==> src/hw/rtl/kbs_pkg.sv <==
// Package for the kinematic bicycle step unit: field types, constants and the CORDIC angle table.
package kbs_pkg;

    localparam int ANGLE_BITS_DEF = 16;
    localparam int VALUE_BITS_DEF = 24;
    localparam int TIME_BITS      = 16;
    localparam int TRIG_STEPS     = 24;
    localparam logic [31:0] TRIG_GAIN = 32'h26DD3B6A;
    localparam logic [31:0] INV_TWO_PI_Q32 = 32'd683565276;
    localparam int CFG_ADDR_BITS  = 3;

    localparam logic [CFG_ADDR_BITS-1:0] ADDR_WHEELBASE = 3'd0;
    localparam logic [CFG_ADDR_BITS-1:0] ADDR_REVERSE   = 3'd4;

    typedef struct packed {
        logic [15:0]        delta_time;
        logic               has_command;
        logic signed [23:0] accel_cmd;
        logic signed [15:0] steer_cmd;
    } kbs_in_t;

    typedef struct packed {
        logic signed [23:0] offset_x;
        logic signed [23:0] offset_y;
        logic signed [15:0] yaw_change;
        logic signed [23:0] speed;
        logic [15:0]        heading_now;
    } kbs_out_t;

    function automatic logic [31:0] turn_angle(input logic [4:0] i);
        unique case (i)
            5'd0:  return 32'h20000000;
            5'd1:  return 32'h12E4051E;
            5'd2:  return 32'h09FB385B;
            5'd3:  return 32'h051111D4;
            5'd4:  return 32'h028B0D43;
            5'd5:  return 32'h0145D7E1;
            5'd6:  return 32'h00A2F61E;
            5'd7:  return 32'h00517C55;
            5'd8:  return 32'h0028BE53;
            5'd9:  return 32'h00145F2F;
            5'd10: return 32'h000A2F98;
            5'd11: return 32'h000517CC;
            5'd12: return 32'h00028BE6;
            5'd13: return 32'h000145F3;
            5'd14: return 32'h0000A2FA;
            5'd15: return 32'h0000517D;
            5'd16: return 32'h000028BE;
            5'd17: return 32'h0000145F;
            5'd18: return 32'h00000A30;
            5'd19: return 32'h00000518;
            5'd20: return 32'h0000028C;
            5'd21: return 32'h00000146;
            5'd22: return 32'h000000A3;
            5'd23: return 32'h00000051;
            default: return 32'h0;
        endcase
    endfunction

endpackage

==> src/hw/rtl/kinematic_bicycle_step_unit.sv <==
// Kinematic bicycle step unit: one simulation tick per input transfer.
//
// Usage: drive in_valid with an in_data tick (time step, optional command);
// the block answers with exactly one out_data transfer per tick holding the
// position offsets, yaw change, updated speed and heading. Wheelbase and
// reverse enable are to be written over the APB port by the user only while
// the block is idle; the block itself does not enforce it. A tick runs as a
// sequence of bit-serial steps: two multiplies for speed and distance with a
// speed update between them, two CORDIC runs (load, 24 iterations, read out)
// sharing one rotator, two shift-add multiplies for the offsets, a multiply
// and a restoring divider for the yaw ratio and a multiply for the angle
// scale. A new tick is not taken until the result of the last one has been
// transferred; the next tick is taken the cycle after the result transfer.
// While the receiver holds out_stall the result is held and in_stall stays
// high. Reset clears the velocity, steering and heading state and loads
// wheelbase 1.0 and reverse disabled.
module kinematic_bicycle_step_unit
(
    input  logic                                 clk,
    input  logic                                 rst_n,
    input  logic                                 in_valid,
    output logic                                 in_stall,
    input  kbs_pkg::kbs_in_t                     in_data,
    output logic                                 out_valid,
    input  logic                                 out_stall,
    output kbs_pkg::kbs_out_t                    out_data,
    input  logic                                 psel,
    input  logic                                 penable,
    input  logic                                 pwrite,
    input  logic [kbs_pkg::CFG_ADDR_BITS-1:0]    paddr,
    input  logic [31:0]                          pwdata,
    output logic [31:0]                          prdata,
    output logic                                 pready
);
    import kbs_pkg::*;

    typedef enum logic [3:0] {
        S_IDLE, S_DV, S_VEL, S_VDT, S_TRIG, S_OFS, S_DIV, S_YAW, S_DONE
    } state_t;

    localparam int ACC_W = 64;

    state_t            state_reg;
    logic [23:0]       wheelbase_reg;
    logic              reverse_reg;
    logic signed [23:0] velocity_reg;
    logic [15:0]       steer_reg;
    logic [15:0]       heading_reg;
    logic [15:0]       dt_reg;

    // shared shift-add multiplier: acc += mcand when mplier lsb, mplier shifts
    logic [ACC_W-1:0]  acc_reg;
    logic [ACC_W-1:0]  mcand_reg;
    logic [31:0]       mplier_reg;
    logic [5:0]        cnt_reg;
    logic              neg_reg;

    // CORDIC
    logic signed [33:0] cx_reg, cy_reg, cz_reg;
    logic               flip_reg;
    logic               pass_reg;   // 0: steer+heading, 1: steer
    logic signed [16:0] cb_reg, sb_reg, ss_reg;
    logic [1:0]         ofs_reg;    // offset phase sub-step
    logic signed [23:0] vdt_reg;
    logic signed [23:0] ox_reg, oy_reg;
    logic signed [15:0] yaw_reg;
    // divider
    logic [39:0]       rem_reg;
    logic [39:0]       quo_reg;
    logic [32:0]       r_reg;

    assign pready = 1'b1;
    assign in_stall = (state_reg != S_IDLE);

    always_comb
    begin
        prdata = '0;
        unique case (paddr)
            ADDR_WHEELBASE: prdata = {8'd0, wheelbase_reg};
            ADDR_REVERSE:   prdata = {31'd0, reverse_reg};
            default:        prdata = '0;
        endcase
    end

    function automatic logic [63:0] rnd_shift(input logic [63:0] p, input int s);
        logic [63:0] t;
        t = p + (64'd1 << (s - 1));
        return t >> s;
    endfunction

    function automatic logic signed [23:0] sat24(input logic neg, input logic [63:0] m);
        if (!neg)
            return (m > 64'd8388607) ? 24'sh7FFFFF : m[23:0];
        else
            return (m > 64'd8388608) ? 24'sh800000 : 24'(-$signed({1'b0, m[23:0]}));
    endfunction

    function automatic logic [23:0] magn24(input logic signed [23:0] x);
        return x[23] ? 24'(-x) : x;
    endfunction

    function automatic logic signed [16:0] trig_out(input logic signed [33:0] v);
        logic [33:0] m;
        logic [33:0] q;
        m = v[33] ? 34'(-v) : 34'(v);
        q = (m + 34'd16384) >> 15;
        if (q > 34'd32768)
            q = 34'd32768;
        return v[33] ? -$signed({1'b0, q[15:0]}) : $signed({1'b0, q[15:0]});
    endfunction

    // CORDIC step terms, angle input and divider operands
    logic signed [33:0] xs, ys;
    logic [31:0]        tab;
    logic [31:0]        a_full;
    logic [39:0]        den;
    logic [39:0]        rem_sh;
    always_comb
    begin
        xs  = cx_reg >>> cnt_reg[4:0];
        ys  = cy_reg >>> cnt_reg[4:0];
        tab = turn_angle(cnt_reg[4:0]);
        a_full = {(pass_reg ? steer_reg : 16'(steer_reg + heading_reg)), 16'd0};
        den = (wheelbase_reg == 24'd0) ? 40'd1 : {16'd0, wheelbase_reg};
        rem_sh = {rem_reg[38:0], quo_reg[39]};
    end

    logic signed [24:0] vsum;
    logic [23:0]        dvm;
    logic signed [24:0] dvs;
    logic [23:0]        yaw_mag;

    // speed update and yaw magnitude
    always_comb
    begin
        dvm = 24'(rnd_shift(acc_reg, 16));
        dvs = neg_reg ? -$signed({1'b0, dvm}) : $signed({1'b0, dvm});
        if (velocity_reg > 0 && dvs < -25'(velocity_reg))
            dvs = -25'(velocity_reg);
        vsum = 25'(velocity_reg) + dvs;
        if (vsum > 25'sd8388607)
            vsum = 25'sd8388607;
        else if (vsum < -25'sd8388608)
            vsum = -25'sd8388608;
        if (!reverse_reg && vsum < 0)
            vsum = '0;
        yaw_mag = 24'(rnd_shift(r_reg[32] ? {INV_TWO_PI_Q32, 32'd0} : acc_reg, 31));
    end

    always_ff @(posedge clk or negedge rst_n)
    begin
        if (!rst_n)
        begin
            state_reg     <= S_IDLE;
            wheelbase_reg <= 24'd256;
            reverse_reg   <= 1'b0;
            velocity_reg  <= '0;
            steer_reg     <= '0;
            heading_reg   <= '0;
            out_valid     <= 1'b0;
            dt_reg        <= '0;
            acc_reg       <= '0;
            mcand_reg     <= '0;
            mplier_reg    <= '0;
            cnt_reg       <= '0;
            neg_reg       <= 1'b0;
            cx_reg        <= '0;
            cy_reg        <= '0;
            cz_reg        <= '0;
            flip_reg      <= 1'b0;
            pass_reg      <= 1'b0;
            cb_reg        <= '0;
            sb_reg        <= '0;
            ss_reg        <= '0;
            ofs_reg       <= '0;
            vdt_reg       <= '0;
            ox_reg        <= '0;
            oy_reg        <= '0;
            yaw_reg       <= '0;
            rem_reg       <= '0;
            quo_reg       <= '0;
            r_reg         <= '0;
        end
        else
        begin
            if (psel && penable && pwrite)
            begin
                if (paddr == ADDR_WHEELBASE)
                    wheelbase_reg <= pwdata[23:0];
                else if (paddr == ADDR_REVERSE)
                    reverse_reg <= pwdata[0];
            end
            unique case (state_reg)
                S_IDLE:
                begin
                    if (in_valid)
                    begin
                        dt_reg    <= in_data.delta_time;
                        if (in_data.has_command)
                            steer_reg <= in_data.steer_cmd;
                        acc_reg    <= '0;
                        mcand_reg  <= {40'd0, magn24(in_data.has_command ?
                                        in_data.accel_cmd : 24'sd0)};
                        mplier_reg <= {16'd0, in_data.delta_time};
                        neg_reg    <= in_data.has_command & in_data.accel_cmd[23];
                        cnt_reg    <= '0;
                        state_reg  <= S_DV;
                    end
                end
                S_DV, S_VDT:
                begin
                    // one multiplier bit per cycle
                    if (mplier_reg[0])
                        acc_reg <= acc_reg + mcand_reg;
                    mcand_reg  <= mcand_reg << 1;
                    mplier_reg <= mplier_reg >> 1;
                    cnt_reg    <= cnt_reg + 6'd1;
                    if (cnt_reg == 6'd15)
                        state_reg <= (state_reg == S_DV) ? S_VEL : S_TRIG;
                    if (cnt_reg == 6'd16 - 6'd1 && state_reg == S_VDT)
                    begin
                        cnt_reg <= '0;
                        pass_reg <= 1'b0;
                        flip_reg <= 1'b0;
                        cx_reg <= 34'sd0;
                    end
                end
                S_VEL:
                begin
                    velocity_reg <= vsum[23:0];
                    acc_reg    <= '0;
                    mcand_reg  <= {40'd0, magn24(vsum[23:0])};
                    mplier_reg <= {16'd0, dt_reg};
                    neg_reg    <= vsum[24];
                    cnt_reg    <= '0;
                    state_reg  <= S_VDT;
                end
                S_TRIG:
                begin
                    if (cx_reg == 34'sd0 && cnt_reg == 6'd0)
                    begin
                        // load with quadrant fold
                        flip_reg <= (a_full[31:30] == 2'd1) || (a_full[31:30] == 2'd2);
                        cx_reg <= $signed({2'b00, TRIG_GAIN});
                        cy_reg <= '0;
                        cz_reg <= $signed({{2{a_full[31] ^ ((a_full[31:30] == 2'd1) ||
                                  (a_full[31:30] == 2'd2))}},
                                  a_full[31] ^ ((a_full[31:30] == 2'd1) ||
                                  (a_full[31:30] == 2'd2)), a_full[30:0]});
                        if (pass_reg == 1'b0)
                            vdt_reg <= sat24(neg_reg, rnd_shift(acc_reg, 16));
                    end
                    else
                    begin
                        if (cz_reg >= 0)
                        begin
                            cx_reg <= cx_reg - ys;
                            cy_reg <= cy_reg + xs;
                            cz_reg <= cz_reg - $signed({2'b00, tab});
                        end
                        else
                        begin
                            cx_reg <= cx_reg + ys;
                            cy_reg <= cy_reg - xs;
                            cz_reg <= cz_reg + $signed({2'b00, tab});
                        end
                        cnt_reg <= cnt_reg + 6'd1;
                        if (cnt_reg == 6'd23)
                        begin
                            cnt_reg <= 6'd32;
                        end
                    end
                    if (cnt_reg == 6'd32)
                    begin
                        if (!pass_reg)
                        begin
                            cb_reg <= trig_out(flip_reg ? -cx_reg : cx_reg);
                            sb_reg <= trig_out(flip_reg ? -cy_reg : cy_reg);
                            pass_reg <= 1'b1;
                            cnt_reg <= '0;
                            cx_reg <= 34'sd0;
                        end
                        else
                        begin
                            ss_reg <= trig_out(flip_reg ? -cy_reg : cy_reg);
                            ofs_reg <= 2'd0;
                            cnt_reg <= '0;
                            state_reg <= S_OFS;
                        end
                    end
                end
                S_OFS:
                begin
                    // phase 0/2 load, phase 1/3 run the shift-add multiply by the trig factor
                    unique case (ofs_reg)
                        2'd0, 2'd2:
                        begin
                            acc_reg    <= '0;
                            mcand_reg  <= {40'd0, magn24(vdt_reg)};
                            mplier_reg <= (ofs_reg == 2'd0) ?
                                32'(cb_reg[16] ? -cb_reg : cb_reg) :
                                32'(sb_reg[16] ? -sb_reg : sb_reg);
                            neg_reg <= vdt_reg[23] ^ ((ofs_reg == 2'd0) ? cb_reg[16]
                                                                        : sb_reg[16]);
                            cnt_reg <= '0;
                            ofs_reg <= ofs_reg + 2'd1;
                        end
                        default:
                        begin
                            if (mplier_reg[0])
                                acc_reg <= acc_reg + mcand_reg;
                            mcand_reg  <= mcand_reg << 1;
                            mplier_reg <= mplier_reg >> 1;
                            cnt_reg    <= cnt_reg + 6'd1;
                            if (cnt_reg == 6'd18)
                            begin
                                if (ofs_reg == 2'd1)
                                begin
                                    ox_reg  <= sat24(neg_reg, rnd_shift(acc_reg, 15));
                                    ofs_reg <= 2'd2;
                                end
                                else
                                begin
                                    oy_reg <= sat24(neg_reg, rnd_shift(acc_reg, 15));
                                    // numerator for the yaw ratio
                                    acc_reg    <= '0;
                                    mcand_reg  <= {40'd0, magn24(vdt_reg)};
                                    mplier_reg <= 32'(ss_reg[16] ? -ss_reg : ss_reg);
                                    neg_reg    <= vdt_reg[23] ^ ss_reg[16];
                                    cnt_reg    <= '0;
                                    ofs_reg    <= 2'd0;
                                    state_reg  <= S_DIV;
                                end
                            end
                        end
                    endcase
                end
                S_DIV:
                begin
                    // multiply, then restoring divide one quotient bit a cycle
                    if (ofs_reg == 2'd0)
                    begin
                        if (mplier_reg[0])
                            acc_reg <= acc_reg + mcand_reg;
                        mcand_reg  <= mcand_reg << 1;
                        mplier_reg <= mplier_reg >> 1;
                        cnt_reg    <= cnt_reg + 6'd1;
                        if (cnt_reg == 6'd18)
                        begin
                            ofs_reg <= 2'd1;
                            quo_reg <= 40'(acc_reg + {25'd0, den[39:1]});
                            rem_reg <= '0;
                            cnt_reg <= '0;
                        end
                    end
                    else
                    begin
                        if (rem_sh >= den)
                        begin
                            rem_reg <= rem_sh - den;
                            quo_reg <= {quo_reg[38:0], 1'b1};
                        end
                        else
                        begin
                            rem_reg <= rem_sh;
                            quo_reg <= {quo_reg[38:0], 1'b0};
                        end
                        cnt_reg <= cnt_reg + 6'd1;
                        if (cnt_reg == 6'd39)
                        begin
                            cnt_reg   <= '0;
                            ofs_reg   <= 2'd0;
                            state_reg <= S_YAW;
                        end
                    end
                end
                S_YAW:
                begin
                    if (ofs_reg == 2'd0)
                    begin
                        r_reg      <= (quo_reg > 40'h100000000) ? 33'h100000000
                                                                 : quo_reg[32:0];
                        acc_reg    <= '0;
                        mcand_reg  <= {32'd0, INV_TWO_PI_Q32};
                        mplier_reg <= (quo_reg > 40'h100000000) ? 32'd0 : quo_reg[31:0];
                        ofs_reg    <= 2'd1;
                        cnt_reg    <= '0;
                    end
                    else
                    begin
                        if (mplier_reg[0])
                            acc_reg <= acc_reg + mcand_reg;
                        mcand_reg  <= mcand_reg << 1;
                        mplier_reg <= mplier_reg >> 1;
                        cnt_reg    <= cnt_reg + 6'd1;
                        if (cnt_reg == 6'd32)
                        begin
                            yaw_reg <= neg_reg ? 16'(-yaw_mag) : yaw_mag[15:0];
                            heading_reg <= heading_reg +
                                           (neg_reg ? 16'(-yaw_mag) : yaw_mag[15:0]);
                            out_valid <= 1'b1;
                            state_reg <= S_DONE;
                        end
                    end
                end
                S_DONE:
                begin
                    if (!out_stall)
                    begin
                        out_valid <= 1'b0;
                        state_reg <= S_IDLE;
                    end
                end
                default: state_reg <= S_IDLE;
            endcase
        end
    end

    assign out_data.offset_x    = ox_reg;
    assign out_data.offset_y    = oy_reg;
    assign out_data.yaw_change  = yaw_reg;
    assign out_data.speed       = velocity_reg;
    assign out_data.heading_now = heading_reg;

endmodule

==> config.mk <==
export PLATFORM = sky130hd
export DESIGN_NAME = kinematic_bicycle_step_unit
export DESIGN_NICKNAME = d
export VERILOG_FILES = /design/src/hw/rtl/kbs_pkg.sv /design/src/hw/rtl/kinematic_bicycle_step_unit.sv
export SDC_FILE = /design/constraint.sdc
export NUM_CORES = 2
export LEC_CHECK = 0
export BUFFER_PORTS_ARGS = -buffer_cell sky130_fd_sc_hd__buf_2
export CAP_MARGIN = 20
export CORE_MARGIN = 2
export CORE_UTILIZATION = 52
export CTS_BUF_LIST = sky130_fd_sc_hd__clkbuf_2
export CTS_CLUSTER_SIZE = 14
export DETAILED_ROUTE_END_ITERATION = 12
export PLACE_DENSITY_LB_ADDON = 0.3
export SYNTH_ARGS = -nofsm -noshare
export SYNTH_HDL_FRONTEND = slang
export SYNTH_SLANG_ARGS = --single-unit
==> constraint.sdc <==
create_clock -name clk -period 26.8 [get_ports clk]
set_input_delay 6.7 -clock clk [delete_from_list [all_inputs] [get_ports clk]]
set_output_delay 6.7 -clock clk [all_outputs]
set_load 0.005 [all_outputs]
# [Word-level counts from Yosys, hierarchy flattened]
# Memories as Yosys holds them, arrays and structs flattened.
# Index checks and enable logic that the tools add are counted.
[classes] addsub=36 n_lt_le_gt_ge=14 n_eq_ne=40 shifts=2 muxes=133 n_bitwise=9 n_reduce_logical=44
[ops] cell="two-way mux 64 bit" count=13
[ops] cell="case mux 64 bit (6 select lines)" count=2
[ops] cell="two-way mux 34 bit" count=13
[ops] cell="two-way mux 32 bit" count=11
[ops] cell="two-way mux 24 bit" count=11
[ops] cell="two-way mux 16 bit" count=13
[ops] cell="case mux 32 bit (6 select lines)" count=1
[ops] cell="negator 34 bit" count=4
[ops] cell="two-way mux 25 bit" count=5
[ops] cell="two-way mux 39 bit" count=3
[ops] cell="negator 17 -> 32 bit" count=3
[ops] cell="negator 24 bit" count=4
[ops] cell="two-way mux 40 bit" count=2
[ops] cell="two-way mux 6 bit" count=12
[ops] cell="adder 34 x 15 -> 34 bit, second input constant" count=2
[ops] cell="adder 34 bit" count=2
[ops] cell="case mux 34 bit (2 select lines)" count=1
[ops] cell=">>> shifter 34 x 5 -> 34 bit" count=2
[ops] cell="subtractor 34 bit" count=2
[ops] cell="adder 64 x 15 -> 64 bit, second input constant" count=1
[ops] cell="adder 64 x 16 -> 64 bit, second input constant" count=1
[ops] cell="adder 64 bit" count=1
[ops] cell="two-way mux 17 bit" count=3
[ops] cell="negator 16 -> 17 bit" count=3
[ops] cell="other kinds (72)" count=163
[totals] ff_bits=626 romBits=960 in_bits=99 out_inout_bits=139 wordCells=308 n_memories=1
[memory_table] memory="(no name shown)" depth=32 word_bits=30 read_ports=1 rd_clocked_by_memory_dff=0 wr=0 line="kbs_pkg.sv:31" source="unique case (i)"

# [Depth between registers and ports, before layout]
[depth] depth_word=16 depth_mapped=52 depth_no_buf=46

# [Least setup slack after synthesis]
# Ideal clock, no wire load.
[synth_path] kind="input-to-output" startpoint="input paddr[1] in the netlist's numbering" endpoint="output prdata[10]" t_arrival_ns=7.379 required_ns=20.100 path_slack_ns=12.721 stages=3 path_buffers=1 path_cell_list="nor3_1 clkbuf_1 and2_1"
[synth_via] elab_chain_len=2 word_cells_on_any_way=3 classes_between="eq/ne (1); mux (1); reduce/logical (1)"
[synth_lines] element="start, declared" line="kinematic_bicycle_step_unit.sv:30" source="input logic [kbs_pkg::CFG_ADDR_BITS-1:0] paddr,"
[synth_lines] element="== test 3 bit or logical NOT 3 bit (tied branches)" line="kinematic_bicycle_step_unit.sv:78" source="unique case (paddr)"
[synth_lines] element="case mux 24 bit (2 select lines) *" line="kinematic_bicycle_step_unit.sv:78"
[synth_lines] element="end, declared" line="kinematic_bicycle_step_unit.sv:32" source="output logic [31:0] prdata,"
# Mark *: on every way between the ends. The rest lies on a longest branch, timed or not.

# [Worst setup path after layout]
[layout_path] startpoint="input paddr[1] in the netlist's numbering" endpoint="output prdata[14]"
# Same word-level chain as after synthesis.

==> impl_metrics.toml <==
[run_status]
run_status = "completed"

[global_route]
grt_first_pass_wirelength_um = 283900
groute.layer.met3.usage = 0.06293
grt_util_all_layers = 0.3071
grt_use_met2 = 0.4813
grt.overflow.total = 0
busiest_layer_in_global_routing = "met2"
antenna_found_initial = 9
maximum_number_of_pins_on_one_net_before_global_route_repair = 157
global_route.usage.met1 = 0.4177
via_count_of_the_first_global_routing_pass = 52200

[finish]
total_of_fill_cells_in_the_finished_design = 10450
growth_of_design_area_from_synthesis_to_finish_pct = 5.998
drive_gt1_frac = 0.1235
final_net_count = 7715

[setup_path]
worst_ep_required_time_ns = 20.10
critical_path.max_fanout = 23
setup.worst_path.start_class = "primary input"
setup.worst_path.class = "in2out"
worst_path_largest_cell_delay_ns = 0.22
critical_path.slowest_cell = "sky130_fd_sc_hd__buf_4"
cp-end-kind = "output pin"
critical-path-top-cell-by-count = "sky130_fd_sc_hd__buf_2"
arrival_ns = 7.50
cells_along_the_critical_path = "buf_2 > nor3_1 > buf_4 > and2_1 > buf_2"

[clock_network]
clock_sink_count = 594
clkTransAtPathRegs_ns = 0.10
clk_path_buf_depth = 3
cts.repair.resized = 0
worst_skew_pair.late_latency_ns = 1.68
numCtsBuffers = 169
cts_root_buf = "sky130_fd_sc_hd__clkbuf_2"
cts_max_level = 4
tritoncts = "built"
cts_hold_repair.buffers = 0
post-cts-setup-buffers = 0

[synthesis]
yosysTopAreaCellShare = 0.2560
synth_common_cells = "sky130_fd_sc_hd__nand2_1, sky130_fd_sc_hd__o21ai_0, sky130_fd_sc_hd__dfrtp_1"
most_frequently_used_flop_master_after_synthesis = "sky130_fd_sc_hd__dfrtp_1"
synth.yosys.warnings = 0
netlist_top_cells_area = "sky130_fd_sc_hd__dfrtp_1, sky130_fd_sc_hd__ha_1, sky130_fd_sc_hd__o21ai_0, sky130_fd_sc_hd__xnor2_1, sky130_fd_sc_hd__nand2_1"
total_of_flip_flops_plus_latches_after_synthesis = 594
syn-mean-instance-area_um2 = 7.962
synth_edf_count = 0
most_common_cell_in_the_netlist = "sky130_fd_sc_hd__nand2_1"
yosysTopAreaCell = "sky130_fd_sc_hd__dfrtp_1"
synth-seq-area-share = 0.2564
async_flop_share = 1.000
yosysUniqueCellTypes = 115
postSynthCellCount = 7281
synthesis.area_um2 = 57970

[sta]
worst_pin_slew_ns = 1.200
final-hold-violation-count = 0
max_clock_freq_mhz = 70.44
slew_headroom = 0.2002
finClkSkew_ns = 0.1515
report.final.slew_viol_count = 0
setup_total_negative_slack_ns = 0
rsz_0062_raised_after_global_routing = "false"
final_period_minus_worst_setup_slack_ns = 14.20
post-route-period-util = 0.5297
final_setup_viols = 0

[floorplan]
std_cell_rows = 122
initial_utilization = 0.5238
total_core_area_um2 = 110700
die_y_um = 337.9
chipWidth_um = 337.9
dieArea_um2 = 114200
io_pins = 238

[detailed_routing]
detail_route.vias_per_cell = 6.289
detailedRoute.firstPassIterationCount = 8
num_vias = 55980
drcViolationCount = 0
ant_nets = 0
wl_final_um = 178700
average_wire_length_per_cell_after_detail_routing_um = 20.08
drtIter0Drc = 5637

[place]
portBuffers = 220
place.detailed.hpwl_um = 132500
place_congestion = 0.9677

[min_path]
hp-class = "reg2reg"

[run]
cap_viol_max_count = 0
## cell usage in the layout, fill, tap and decap left out, types with 144 or more instances in the layout
cell | Yosys | routed
sky130_fd_sc_hd__buf_2 | 20 | 220
sky130_fd_sc_hd__a21oi_1 | 477 | 476
sky130_fd_sc_hd__nand2_1 | 951 | 948
sky130_fd_sc_hd__xnor2_1 | 413 | 411
sky130_fd_sc_hd__nand3_1 | 183 | 183
sky130_fd_sc_hd__inv_1 | 217 | 216
sky130_fd_sc_hd__xor2_1 | 293 | 291
sky130_fd_sc_hd__clkbuf_2 | 1 | 234
sky130_fd_sc_hd__dfrtp_1 | 593 | 586
sky130_fd_sc_hd__o21ai_0 | 743 | 742
sky130_fd_sc_hd__nor3_1 | 152 | 149
sky130_fd_sc_hd__mux2_2 | 144 | 144
sky130_fd_sc_hd__nor2_1 | 479 | 477
sky130_fd_sc_hd__ha_1 | 323 | 322
## worst paths after layout
path / depth (start not counted) / from / slack [ns] / to
setup / recovery: 5 / paddr[1] / 12.60 / prdata[14]
hold / removal: 2 / mplier_reg[29]$_DFFE_PN0P_ / 0.45 / mplier_reg[28]$_DFFE_PN0P_
setup reg to reg: 45 / acc_reg[15]$_DFFE_PN0P_ / 13.60 / mcand_reg[20]$_DFFE_PN0P_
hold reg to reg: 2 / mplier_reg[29]$_DFFE_PN0P_ / 0.45 / mplier_reg[28]$_DFFE_PN0P_
max in group asynchronous: 3 / rst_n / 19.56 / acc_reg[46]$_DFFE_PN0P_
min in group asynchronous: 1 / rst_n / 5.10 / rem_reg[15]$_DFFE_PN0P_
## critical path, delay by kind of cell
| family | cells | cell delay, ns |
|---|---|---|
| buf+inv | 3 | 0.45 |
| simple gates | 2 | 0.33 |
## cell type report
| cell class | instances | area [um^2] | share of cell area |
|---|---|---|---|
| Timing Repair Buffer | 304 | 1824 | 0.02969 |
| Inverter | 221 | 829.5 | 0.01350 |
| Clock inverter | 56 | 312.8 | 0.005091 |
| Antenna cell | 11 | 27.53 | 0.0004480 |
| Sequential cell | 594 | 14880 | 0.2422 |
| Multi-Input combinational cell | 5994 | 40540 | 0.6597 |
| Clock buffer | 234 | 1171 | 0.01906 |
| Tap cell | 1488 | 1862 | 0.03030 |
## cell families after synthesis
kind of cell               Yosys count  share of synthesized area
xor gates and xnor gates           707                     0.1069
muxes                              331                    0.07921
buffers and inverters              700                    0.04675
and+or+nand+nor                   2476                     0.2042
adders and majority gates          332                    0.07282
AOI/OAI and AO/OA                 2139                     0.2335
DFF                                594                     0.2564
other                                2                  0.0001296
## stage by stage
stage / utilization / setup slack (ns) / cells / hold slack, ns / area, um^2
final: 0.5552 / 12.60 / 8902 / 0.4549 / 61450
after global routing: 0.5551 / 12.39 / 8897 / 0.4406 / 61430
after CTS: 0.5542 / 12.59 / 8887 / 0.4591 / 61330
after detailed placement: 0.5408 / 12.59 / 8597 / 0.4681 / 59850
after global placement: 0.5408 / 12.61 / 8597 / 0.4614 / 59850
after floorplan: - / 12.72 / 7288 / 0.4436 / 58000
## layer usage
layer,up-vias,share of wire
met2,2386,0.45
met3,385,0.088
met5,-,0.00016
li1,26550,-
met1,26660,0.43
met4,4,0.033
Power is not shown: default switching activity piles up to over one toggle a cycle in this logic, so the estimate is an artifact.
